==> config.mk <==
export PLATFORM = sky130hd
export DESIGN_NAME = lcd_scanline_mode_timer_top_flat
export DESIGN_NICKNAME = d
export VERILOG_FILES = /design/src/rtl/lsmt_pkg.sv /design/src/rtl/lsmt_if.sv /design/src/rtl/lcd_scanline_mode_timer_top.sv /design/src/flat_wrapper.sv
export VERILOG_INCLUDE_DIRS = /design/src /design/src/rtl
export SDC_FILE = /design/constraint.sdc
export NUM_CORES = 1
export LEC_CHECK = 0
export BUFFER_PORTS_ARGS = -buffer_cell sky130_fd_sc_hd__clkbuf_2
export CORE_UTILIZATION = 50
export DETAILED_ROUTE_END_ITERATION = 6
export GPL_ROUTABILITY_DRIVEN = 0
export GPL_TIMING_DRIVEN = 0
export HOLD_SLACK_MARGIN = 0.05
export PLACE_DENSITY = 0.83
export SLEW_MARGIN = 20
export SYNTH_ARGS = -nofsm -noshare
export SYNTH_HDL_FRONTEND = slang
export SYNTH_SLANG_ARGS = --single-unit
==> constraint.sdc <==
create_clock -name clock -period 2.2 [get_ports clock]
set_input_delay 0.11 -clock clock [delete_from_list [all_inputs] [get_ports clock]]
set_output_delay 0.11 -clock clock [all_outputs]
set_load 0.02 [all_outputs]
==> src/rtl/lcd_scanline_mode_timer_top_macros.svh <==
// assertion macros for the lcd scanline mode timer
// no dependencies; taken in by files that carry concurrent checks
`ifndef LCD_SCANLINE_MODE_TIMER_TOP_MACROS_SVH
`define LCD_SCANLINE_MODE_TIMER_TOP_MACROS_SVH

`ifndef NO_ASSERTIONS

// condition holds at every edge out of reset
`define LSMT_ASSERT_ALWAYS(label, clk, rst, cond, msg) \
   label: assert property (@(posedge clk) disable iff (rst) (cond)) else $error(msg);

// consequent holds in the same cycle as the antecedent
`define LSMT_ASSERT_IMPLIES(label, clk, rst, ante, cons, msg) \
   label: assert property (@(posedge clk) disable iff (rst) (ante) |-> (cons)) else $error(msg);

// consequent holds in the cycle after the antecedent
`define LSMT_ASSERT_NEXT(label, clk, rst, ante, cons, msg) \
   label: assert property (@(posedge clk) disable iff (rst) (ante) |=> (cons)) else $error(msg);

`else

`define LSMT_ASSERT_ALWAYS(label, clk, rst, cond, msg)
`define LSMT_ASSERT_IMPLIES(label, clk, rst, ante, cons, msg)
`define LSMT_ASSERT_NEXT(label, clk, rst, ante, cons, msg)

`endif

`endif

==> src/rtl/lsmt_pkg.sv <==
// types and fixed constants of the lcd scanline mode timer
// no dependencies; used by the channel interfaces and the top level
package lsmt_pkg;

   localparam int CYCLES_W = 8;
   localparam int CNT_W    = 10;
   localparam int LINE_W   = 8;
   localparam int MODE_W   = 2;
   localparam int CSR_IDX_W  = 2;
   localparam int CSR_DATA_W = 8;
   localparam int IRQ_EN_W   = 4;

   localparam int OAM_SPAN      = 80;
   localparam int TRANSFER_SPAN = 172;

   typedef enum logic [MODE_W-1:0] {
      MODE_HBLANK   = 2'd0,
      MODE_VBLANK   = 2'd1,
      MODE_OAM      = 2'd2,
      MODE_TRANSFER = 2'd3
   } mode_type;

   typedef enum logic [CSR_IDX_W-1:0] {
      CSR_LCD_ENABLE   = 2'd0,
      CSR_LINE_COMPARE = 2'd1,
      CSR_IRQ_ENABLES  = 2'd2
   } csr_index_type;

   // bit positions in the status interrupt enable register
   localparam int IRQ_EN_HBLANK = 0;
   localparam int IRQ_EN_VBLANK = 1;
   localparam int IRQ_EN_OAM    = 2;
   localparam int IRQ_EN_COIN   = 3;

endpackage

==> src/rtl/lsmt_if.sv <==
// valid/ready channel interfaces of the lcd scanline mode timer
// depends on lsmt_pkg for the field widths
interface lsmt_req_if;
   logic                          valid;
   logic                          ready;
   logic [lsmt_pkg::CYCLES_W-1:0] elapsed_cycles;

   modport source (output valid, output elapsed_cycles, input ready);
   modport sink (input valid, input elapsed_cycles, output ready);
endinterface

interface lsmt_rsp_if;
   logic                        valid;
   logic                        ready;
   logic [lsmt_pkg::MODE_W-1:0] mode_now;
   logic                        coincidence;
   logic [lsmt_pkg::LINE_W-1:0] line_now;
   logic                        stat_irq;
   logic                        vblank_irq;
   logic                        draw_request;

   modport source (output valid, output mode_now, output coincidence, output line_now,
                   output stat_irq, output vblank_irq, output draw_request, input ready);
   modport sink (input valid, input mode_now, input coincidence, input line_now,
                 input stat_irq, input vblank_irq, input draw_request, output ready);
endinterface

interface lsmt_csr_if;
   logic                            valid;
   logic                            ready;
   logic [lsmt_pkg::CSR_IDX_W-1:0]  index;
   logic [lsmt_pkg::CSR_DATA_W-1:0] data;

   modport source (output valid, output index, output data, input ready);
   modport sink (input valid, input index, input data, output ready);
endinterface

==> src/rtl/lcd_scanline_mode_timer_top.sv <==
// lcd scanline mode timer: a word accepted is held in the input register, and when it
// advances, its result word is written into the output register
// throughput one word per cycle while the response side is not stalled; the line step is
// a single compare and subtract between the input register and the result register
// reset (synchronous): pipeline empty, counter, line, mode and coincidence zero,
// display enabled, compare value and interrupt enables zero
module lcd_scanline_mode_timer_top #(
   parameter int LINE_CYCLES   = 456,
   parameter int VISIBLE_LINES = 144,
   parameter int LAST_LINE     = 153
) (
   input logic        clock,
   input logic        reset,
   lsmt_req_if.sink   req_if,
   lsmt_rsp_if.source rsp_if,
   lsmt_csr_if.sink   csr_if
);

`include "lcd_scanline_mode_timer_top_macros.svh"

   localparam logic [lsmt_pkg::CNT_W-1:0] LINE_RELOAD = LINE_CYCLES[lsmt_pkg::CNT_W-1:0];
   localparam logic [lsmt_pkg::CNT_W-1:0] OAM_BOUND =
      LINE_RELOAD - lsmt_pkg::CNT_W'(lsmt_pkg::OAM_SPAN);
   localparam logic [lsmt_pkg::CNT_W-1:0] XFER_BOUND =
      OAM_BOUND - lsmt_pkg::CNT_W'(lsmt_pkg::TRANSFER_SPAN);
   localparam logic [lsmt_pkg::LINE_W-1:0] VISIBLE_L = VISIBLE_LINES[lsmt_pkg::LINE_W-1:0];
   localparam logic [lsmt_pkg::LINE_W-1:0] LAST_L    = LAST_LINE[lsmt_pkg::LINE_W-1:0];

   // configuration
   logic                            lcd_en_ff;
   logic [lsmt_pkg::LINE_W-1:0]     line_cmp_ff;
   logic [lsmt_pkg::IRQ_EN_W-1:0]   irq_en_ff;

   // input register
   logic                            in_valid_ff;
   logic                            in_valid_in;
   logic [lsmt_pkg::CYCLES_W-1:0]   in_cycles_ff;

   // timing state
   logic [lsmt_pkg::CNT_W-1:0]      counter_ff, counter_in;
   logic [lsmt_pkg::LINE_W-1:0]     line_ff, line_in;
   lsmt_pkg::mode_type              mode_ff, mode_in;
   logic                            coin_ff, coin_in;

   // result register
   logic                            rsp_valid_ff, rsp_valid_in;
   lsmt_pkg::mode_type              rsp_mode_ff, rsp_mode_in;
   logic                            rsp_coin_ff, rsp_coin_in;
   logic [lsmt_pkg::LINE_W-1:0]     rsp_line_ff, rsp_line_in;
   logic                            rsp_stat_ff, rsp_stat_in;
   logic                            rsp_vblank_ff, rsp_vblank_in;
   logic                            rsp_draw_ff, rsp_draw_in;

   logic                            advance;
   logic                            req_take;
   logic                            mode_req;
   logic                            line_match;
   logic                            expired;
   logic [lsmt_pkg::LINE_W-1:0]     line_inc;
   lsmt_pkg::mode_type              mode_calc;

   assign advance  = in_valid_ff && (!rsp_valid_ff || rsp_if.ready);
   assign req_take = req_if.valid && req_if.ready;

   assign req_if.ready = !in_valid_ff || advance;
   assign csr_if.ready = 1'b1;

   assign rsp_if.valid        = rsp_valid_ff;
   assign rsp_if.mode_now     = rsp_mode_ff;
   assign rsp_if.coincidence  = rsp_coin_ff;
   assign rsp_if.line_now     = rsp_line_ff;
   assign rsp_if.stat_irq     = rsp_stat_ff;
   assign rsp_if.vblank_irq   = rsp_vblank_ff;
   assign rsp_if.draw_request = rsp_draw_ff;

   always_comb begin
      in_valid_in = in_valid_ff;
      if (req_take) begin
         in_valid_in = 1'b1;
      end else if (advance) begin
         in_valid_in = 1'b0;
      end

      rsp_valid_in = rsp_valid_ff;
      if (advance) begin
         rsp_valid_in = 1'b1;
      end else if (rsp_if.ready) begin
         rsp_valid_in = 1'b0;
      end
   end

   // mode from the line and counter as they stand before this word
   always_comb begin
      mode_calc = lsmt_pkg::MODE_HBLANK;
      mode_req  = irq_en_ff[lsmt_pkg::IRQ_EN_HBLANK];
      if (line_ff >= VISIBLE_L) begin
         mode_calc = lsmt_pkg::MODE_VBLANK;
         mode_req  = irq_en_ff[lsmt_pkg::IRQ_EN_VBLANK];
      end else if (counter_ff >= OAM_BOUND) begin
         mode_calc = lsmt_pkg::MODE_OAM;
         mode_req  = irq_en_ff[lsmt_pkg::IRQ_EN_OAM];
      end else if (counter_ff >= XFER_BOUND) begin
         mode_calc = lsmt_pkg::MODE_TRANSFER;
         mode_req  = 1'b0;
      end
   end

   assign line_match = (line_cmp_ff == line_ff);
   assign expired    = (counter_ff <= {{(lsmt_pkg::CNT_W - lsmt_pkg::CYCLES_W){1'b0}},
                                       in_cycles_ff});
   assign line_inc   = line_ff + 1'b1;

   always_comb begin
      counter_in    = counter_ff;
      line_in       = line_ff;
      mode_in       = mode_ff;
      coin_in       = coin_ff;
      rsp_mode_in   = rsp_mode_ff;
      rsp_coin_in   = rsp_coin_ff;
      rsp_line_in   = rsp_line_ff;
      rsp_stat_in   = rsp_stat_ff;
      rsp_vblank_in = rsp_vblank_ff;
      rsp_draw_in   = rsp_draw_ff;
      if (advance) begin
         if (!lcd_en_ff) begin
            // display off holds the timer in vblank at line zero
            counter_in    = LINE_RELOAD;
            line_in       = '0;
            mode_in       = lsmt_pkg::MODE_VBLANK;
            rsp_mode_in   = lsmt_pkg::MODE_VBLANK;
            rsp_coin_in   = coin_ff;
            rsp_line_in   = '0;
            rsp_stat_in   = 1'b0;
            rsp_vblank_in = 1'b0;
            rsp_draw_in   = 1'b0;
         end else begin
            mode_in       = mode_calc;
            coin_in       = line_match;
            rsp_mode_in   = mode_calc;
            rsp_coin_in   = line_match;
            rsp_stat_in   = (mode_req && (mode_calc != mode_ff)) ||
                            (line_match && irq_en_ff[lsmt_pkg::IRQ_EN_COIN]);
            rsp_vblank_in = 1'b0;
            rsp_draw_in   = 1'b0;
            if (expired) begin
               counter_in = LINE_RELOAD;
               line_in    = line_inc;
               if (line_inc == VISIBLE_L) begin
                  rsp_vblank_in = 1'b1;
               end else if (line_inc > LAST_L) begin
                  line_in = '0;
               end else if (line_inc < VISIBLE_L) begin
                  rsp_draw_in = 1'b1;
               end
            end else begin
               counter_in = counter_ff -
                            {{(lsmt_pkg::CNT_W - lsmt_pkg::CYCLES_W){1'b0}}, in_cycles_ff};
            end
            rsp_line_in = line_in;
         end
      end
   end

   always_ff @(posedge clock) begin
      if (reset) begin
         lcd_en_ff    <= 1'b1;
         line_cmp_ff  <= '0;
         irq_en_ff    <= '0;
         in_valid_ff  <= 1'b0;
         rsp_valid_ff <= 1'b0;
         counter_ff   <= '0;
         line_ff      <= '0;
         mode_ff      <= lsmt_pkg::MODE_HBLANK;
         coin_ff      <= 1'b0;
      end else begin
         if (csr_if.valid && csr_if.ready) begin
            unique case (csr_if.index)
               lsmt_pkg::CSR_LCD_ENABLE:   lcd_en_ff   <= csr_if.data[0];
               lsmt_pkg::CSR_LINE_COMPARE: line_cmp_ff <= csr_if.data[lsmt_pkg::LINE_W-1:0];
               lsmt_pkg::CSR_IRQ_ENABLES:  irq_en_ff   <= csr_if.data[lsmt_pkg::IRQ_EN_W-1:0];
               default: ;
            endcase
         end
         in_valid_ff  <= in_valid_in;
         rsp_valid_ff <= rsp_valid_in;
         counter_ff   <= counter_in;
         line_ff      <= line_in;
         mode_ff      <= mode_in;
         coin_ff      <= coin_in;
      end
   end

   always_ff @(posedge clock) begin
      if (req_take) begin
         in_cycles_ff <= req_if.elapsed_cycles;
      end
      rsp_mode_ff   <= rsp_mode_in;
      rsp_coin_ff   <= rsp_coin_in;
      rsp_line_ff   <= rsp_line_in;
      rsp_stat_ff   <= rsp_stat_in;
      rsp_vblank_ff <= rsp_vblank_in;
      rsp_draw_ff   <= rsp_draw_in;
   end

   `LSMT_ASSERT_ALWAYS(a_counter_range, clock, reset, counter_ff <= LINE_RELOAD, "counter above reload")
   `LSMT_ASSERT_ALWAYS(a_line_range, clock, reset, (line_ff <= LAST_L) || (line_ff == VISIBLE_L), "line out of range")
   `LSMT_ASSERT_IMPLIES(a_vblank_line, clock, reset, rsp_valid_ff && rsp_vblank_ff, (rsp_line_ff == VISIBLE_L) && !rsp_draw_ff, "vblank irq off line")
   `LSMT_ASSERT_IMPLIES(a_draw_visible, clock, reset, rsp_valid_ff && rsp_draw_ff, rsp_line_ff < VISIBLE_L, "draw of invisible line")
   `LSMT_ASSERT_NEXT(a_display_off, clock, reset, advance && !lcd_en_ff, (line_ff == '0) && (mode_ff == lsmt_pkg::MODE_VBLANK) && (counter_ff == LINE_RELOAD), "display off not held")

endmodule
==> src/flat_wrapper.sv <==
// flat-port wrapper written by rule: the top's interface ports become plain ports
module lcd_scanline_mode_timer_top_flat 
#(
   parameter int LINE_CYCLES   = 456,
   parameter int VISIBLE_LINES = 144,
   parameter int LAST_LINE     = 153
)
  (clock, reset, req_if_valid, req_if_elapsed_cycles, req_if_ready, rsp_if_valid, rsp_if_mode_now, rsp_if_coincidence, rsp_if_line_now, rsp_if_stat_irq, rsp_if_vblank_irq, rsp_if_draw_request, rsp_if_ready, csr_if_valid, csr_if_index, csr_if_data, csr_if_ready);
  lsmt_req_if req_if_i ();
  lsmt_rsp_if rsp_if_i ();
  lsmt_csr_if csr_if_i ();
  input logic clock;
  input logic reset;
  input wire logic [$bits(req_if_i.valid)-1:0] req_if_valid;
  input wire logic [$bits(req_if_i.elapsed_cycles)-1:0] req_if_elapsed_cycles;
  output wire logic [$bits(req_if_i.ready)-1:0] req_if_ready;
  output wire logic [$bits(rsp_if_i.valid)-1:0] rsp_if_valid;
  output wire logic [$bits(rsp_if_i.mode_now)-1:0] rsp_if_mode_now;
  output wire logic [$bits(rsp_if_i.coincidence)-1:0] rsp_if_coincidence;
  output wire logic [$bits(rsp_if_i.line_now)-1:0] rsp_if_line_now;
  output wire logic [$bits(rsp_if_i.stat_irq)-1:0] rsp_if_stat_irq;
  output wire logic [$bits(rsp_if_i.vblank_irq)-1:0] rsp_if_vblank_irq;
  output wire logic [$bits(rsp_if_i.draw_request)-1:0] rsp_if_draw_request;
  input wire logic [$bits(rsp_if_i.ready)-1:0] rsp_if_ready;
  input wire logic [$bits(csr_if_i.valid)-1:0] csr_if_valid;
  input wire logic [$bits(csr_if_i.index)-1:0] csr_if_index;
  input wire logic [$bits(csr_if_i.data)-1:0] csr_if_data;
  output wire logic [$bits(csr_if_i.ready)-1:0] csr_if_ready;
  assign req_if_i.valid = req_if_valid;
  assign req_if_i.elapsed_cycles = req_if_elapsed_cycles;
  assign req_if_ready = req_if_i.ready;
  assign rsp_if_valid = rsp_if_i.valid;
  assign rsp_if_mode_now = rsp_if_i.mode_now;
  assign rsp_if_coincidence = rsp_if_i.coincidence;
  assign rsp_if_line_now = rsp_if_i.line_now;
  assign rsp_if_stat_irq = rsp_if_i.stat_irq;
  assign rsp_if_vblank_irq = rsp_if_i.vblank_irq;
  assign rsp_if_draw_request = rsp_if_i.draw_request;
  assign rsp_if_i.ready = rsp_if_ready;
  assign csr_if_i.valid = csr_if_valid;
  assign csr_if_i.index = csr_if_index;
  assign csr_if_i.data = csr_if_data;
  assign csr_if_ready = csr_if_i.ready;
  lcd_scanline_mode_timer_top #(.LINE_CYCLES(LINE_CYCLES), .VISIBLE_LINES(VISIBLE_LINES), .LAST_LINE(LAST_LINE)) u_core (.clock(clock), .reset(reset), .req_if(req_if_i), .rsp_if(rsp_if_i), .csr_if(csr_if_i));
endmodule
==> impl_metrics.csv <==
group,metric,value,unit
yosys,yosys-mux-area-fraction,4.23,%
yosys,ys_seq_area_share,44.5,%
worst_setup_path,crit_path_end_kind,"flop",
routing,avgRoutedWirePerCell,17.5,um
yosys,yosys.area_share.adder,5.07,%
global_route,gr-usage-all-layers,25.7,%
sta,fin_ws,-0.177,ns
power_and_ir_drop,irDropWorstVdd,0.000388,V
yosys,ys_types,58,
worst_setup_path,crit_path_start_kind,"flop",
global_route,grt_pass1_wl,12600,um
yosys,synthArstFlopShare,0,%
floorplan,rows,28,
floorplan,dieWidth,80.8,um
final_layout,fillerInstances,420,
floorplan,start_util,52.2,%
routing,post-route-drc-count,0,
run,drv_cap,0,
sta,layout_min_cycle_time,2.38,ns
placed_design,port_buffers,37,
worst_setup_path,regToRegEndpoint,"u_core.rsp_if.line_now[2]",
clocking,cts_sinks,58,
yosys,synth_top_family_by_area,"compound AO/OA/AOI/OAI gates",
worst_setup_path,cp-endpoint,"u_core.rsp_if.line_now[2]",
global_route,grt_overflow_total,0,
global_route,grt_pass1_vias,2631,
worst_setup_path,r2r_cells,10,
yosys,synth_nets,366,
yosys,synth.avg_cell_area,9.39,sq um
clocking,cts_tree,"yes",
worst_setup_path,worstSetupPathType,"flop to flop",
yosys,postSynthCellCount,331,
final_layout,area_delta_synth_final,32.4,%
run_status,violations,"setup timing",
min_path,hp-start,"rsp_if_ready",
sta,timing.final.crit_share,108,%
yosys,synthXorXnorAreaFrac,4.79,%
final_layout,diodes,0,
placed_design,place_inst,443,
global_route,grt_max_degree,24,
sta,worst_pin_slew,0.752,ns
clocking,clockBufferDepth,2,
sta,max_slew_margin,49.9,%
yosys,synth_seq_cells,58,
sta,rsz0062_at_grt,"true",
final_layout,final_cells,493,
yosys,yosys.area_share.simple,17.1,%
routing,wl,8650,um
global_route,antenna_found_initial,0,
final_layout,layout_commonest_cell,"clkbuf_2",
clocking,cts_buffers,9,
yosys,synth_compound_area_share,18.4,%
power_and_ir_drop,total_power,2.72,mW
yosys,synth_edf_count,22,
placed_design,dp_hpwl,4800,um
min_path,min-delay-path-class,"primary input to flop",
yosys,mappedNetlistArea,0.00311,sq mm
yosys,ys.flop_type,"dfxtp_1",
worst_setup_path,worst-r2r-setup-slack,-0.18,ns
worst_setup_path,r2r-start,"u_core.in_cycles_ff[5]",
sta,fin_worst_skew,0.0114,ns
routing,antenna_left,0,
sta,max_freq,421,MHz
clocking,path_clk_slew,0.07,ns
clocking,clock_latency,0.35,ns
floorplan,design.core.area,0.00596,sq mm
clocking,clockRootBuffer,"clkbuf_8",
final_layout,most-common-layout-cells,"clkbuf_2, nor2_1, dfxtp_1",
sta,finalHoldViolCount,0,
worst_setup_path,crit_start,"u_core.in_cycles_ff[5]",
routing,vias,3035,
worst_setup_path,crit_required,2.30,ns
routing,drt_iter0_markers,444,
sta,slew_viol_final,0,
worst_setup_path,arrival,2.48,ns
floorplan,die_height,80.8,um
routing,dr.pass1.iters,5,
clocking,cts_max_level,3,
final_layout,drive_gt1_share,29.4,%
power_and_ir_drop,power.density,661,mW/mm^2
sta,setup_viol,25,
floorplan,io_pins,40,
routing,routed_via_density,6.16,
final_layout,fin_nets,448,
floorplan,dieArea,0.00653,sq mm
yosys,yosys_warnings,0,
run_status,outcome,"finished, violations left",
power_and_ir_drop,p_leak,1.69,nW
worst_setup_path,crit_fanout,6,
logic make-up (layout without fill, tap and decap cells):
logic type / after synthesis / after routing
AO/OA/AOI/OAI: 80 / 80
buffers and inverters: 42 / 129
flip-flops: 58 / 58
adder cells (fa/ha/maj): 12 / 12
multiplexers: 13 / 13
AND/OR/NAND/NOR: 108 / 108
XOR/XNOR: 17 / 17
other: 1 / 1
repair_timing:
item                                    in CTS  in global routing
hold buffers                                16                  1
gates resized for setup                     25                 22
endpoints found under the setup margin      43                 43
pin swaps                                   14                 11
gates cloned                                 0                  2
hold endpoints to repair                    17                  1
buffers inserted                            12                  4
per-layer routing:
layer  part of all wire, %  GRT usage [%]  routed length (um)
met5                     0              0                   0
met4                   4.7           9.64                 406
met1                    39           31.9                3400
met2                    46           41.0                4010
met3                   9.7           8.76                 840
worst max-delay path, cell delays in order, from the launching register on:
cell	delay, ns
edfxtp_1	0.38
inv_2	0.07
ha_4	0.19
a21o_1	0.18
or3_4	0.35
o21ai_4	0.26
buf_12	0.15
o21ai_4	0.08
buf_6	0.18
a31oi_4	0.17
o22ai_2	0.11
registers in the layout, indices dropped and copies added, names as in the netlist:
signal                      cells
u_core.coin_ff                  1
u_core.counter_ff              10
u_core.in_cycles_ff             8
u_core.in_valid_ff              1
u_core.irq_en_ff                4
u_core.lcd_en_ff                1
u_core.line_cmp_ff              8
u_core.line_ff                  8
u_core.mode_ff                  2
u_core.rsp_if.coincidence       1
u_core.rsp_if.draw_request      1
u_core.rsp_if.line_now          8
u_core.rsp_if.mode_now          2
u_core.rsp_if.stat_irq          1
u_core.rsp_if.valid             1
u_core.rsp_if.vblank_irq        1
worst min path at each step:
stage / to / slack, ns / cells after the start
global placement: u_core.in_cycles_ff[2] / 0.29 / 1
CTS: u_core.rsp_if.valid / 0.06 / 4
floorplan: u_core.in_cycles_ff[0] / 0.21 / 0
global route: u_core.rsp_if.valid / 0.11 / 4
detailed placement: u_core.in_cycles_ff[3] / 0.29 / 1
finish: u_core.rsp_if.valid / 0.06 / 4
Yosys cell counts (3+ instances only):
cell type	number	share of area [%]
xnor2_1	11	3.1
inv_1	20	2.4
nor2b_1	4	0.81
nor2_1	37	4.5
o211ai_1	3	0.72
buf_4	4	0.97
and3_1	3	0.60
clkbuf_1	10	1.2
a21o_1	5	1.2
a311oi_1	3	0.85
nor3_1	3	0.48
nand2_1	25	3.0
nand2b_1	6	1.2
ha_1	11	4.4
xor2_1	6	1.7
buf_2	7	1.1
nand4_1	6	1.2
nand3b_1	3	0.72
o22ai_1	4	0.81
nand3_1	9	1.4
edfxtp_1	22	21
o2bb2ai_1	7	2.0
o21ai_0	14	2.3
mux2i_1	12	3.9
a21oi_1	13	2.1
o21a_1	4	0.97
a31oi_1	5	1.0
dfxtp_1	36	23
power by group:
part           total [mW]  switching, mW  internal (mW)
Sequential           1.20         0.0335           1.17
Combinational       0.550          0.306          0.244
Clock               0.962          0.448          0.515
metrics by stage:
| stage | setup WS (ns) | hold slack, ns | util (%) | setup TNS [ns] | cell area [sq um] |
|---|---|---|---|---|---|
| global route | -0.218 | 0.113 | 69.1 | -4.45 | 4110 |
| CTS | -0.0692 | 0.0617 | 66.7 | -0.406 | 3980 |
| floorplan | 0.000828 | 0.209 | - | 0 | 3140 |
| global placement | -0.270 | 0.287 | 57.4 | -6.11 | 3420 |
| detailed placement | -0.324 | 0.289 | 57.4 | -7.85 | 3420 |
| finish | -0.177 | 0.0585 | 69.1 | -2.37 | 4110 |
layout make-up:
type	count	area, sq um	area share (%)
Clock buffer	10	128	3.10
Clock inverter	6	57.6	1.40
Timing Repair Buffer	72	515	12.5
Buffer	21	120	2.92
Tap cell	75	93.8	2.28
Sequential cell	58	1380	33.6
Multi-Input combinational cell	231	1740	42.3
Inverter	20	75.1	1.82
Note: power is estimated with default switching activity, not from simulation.
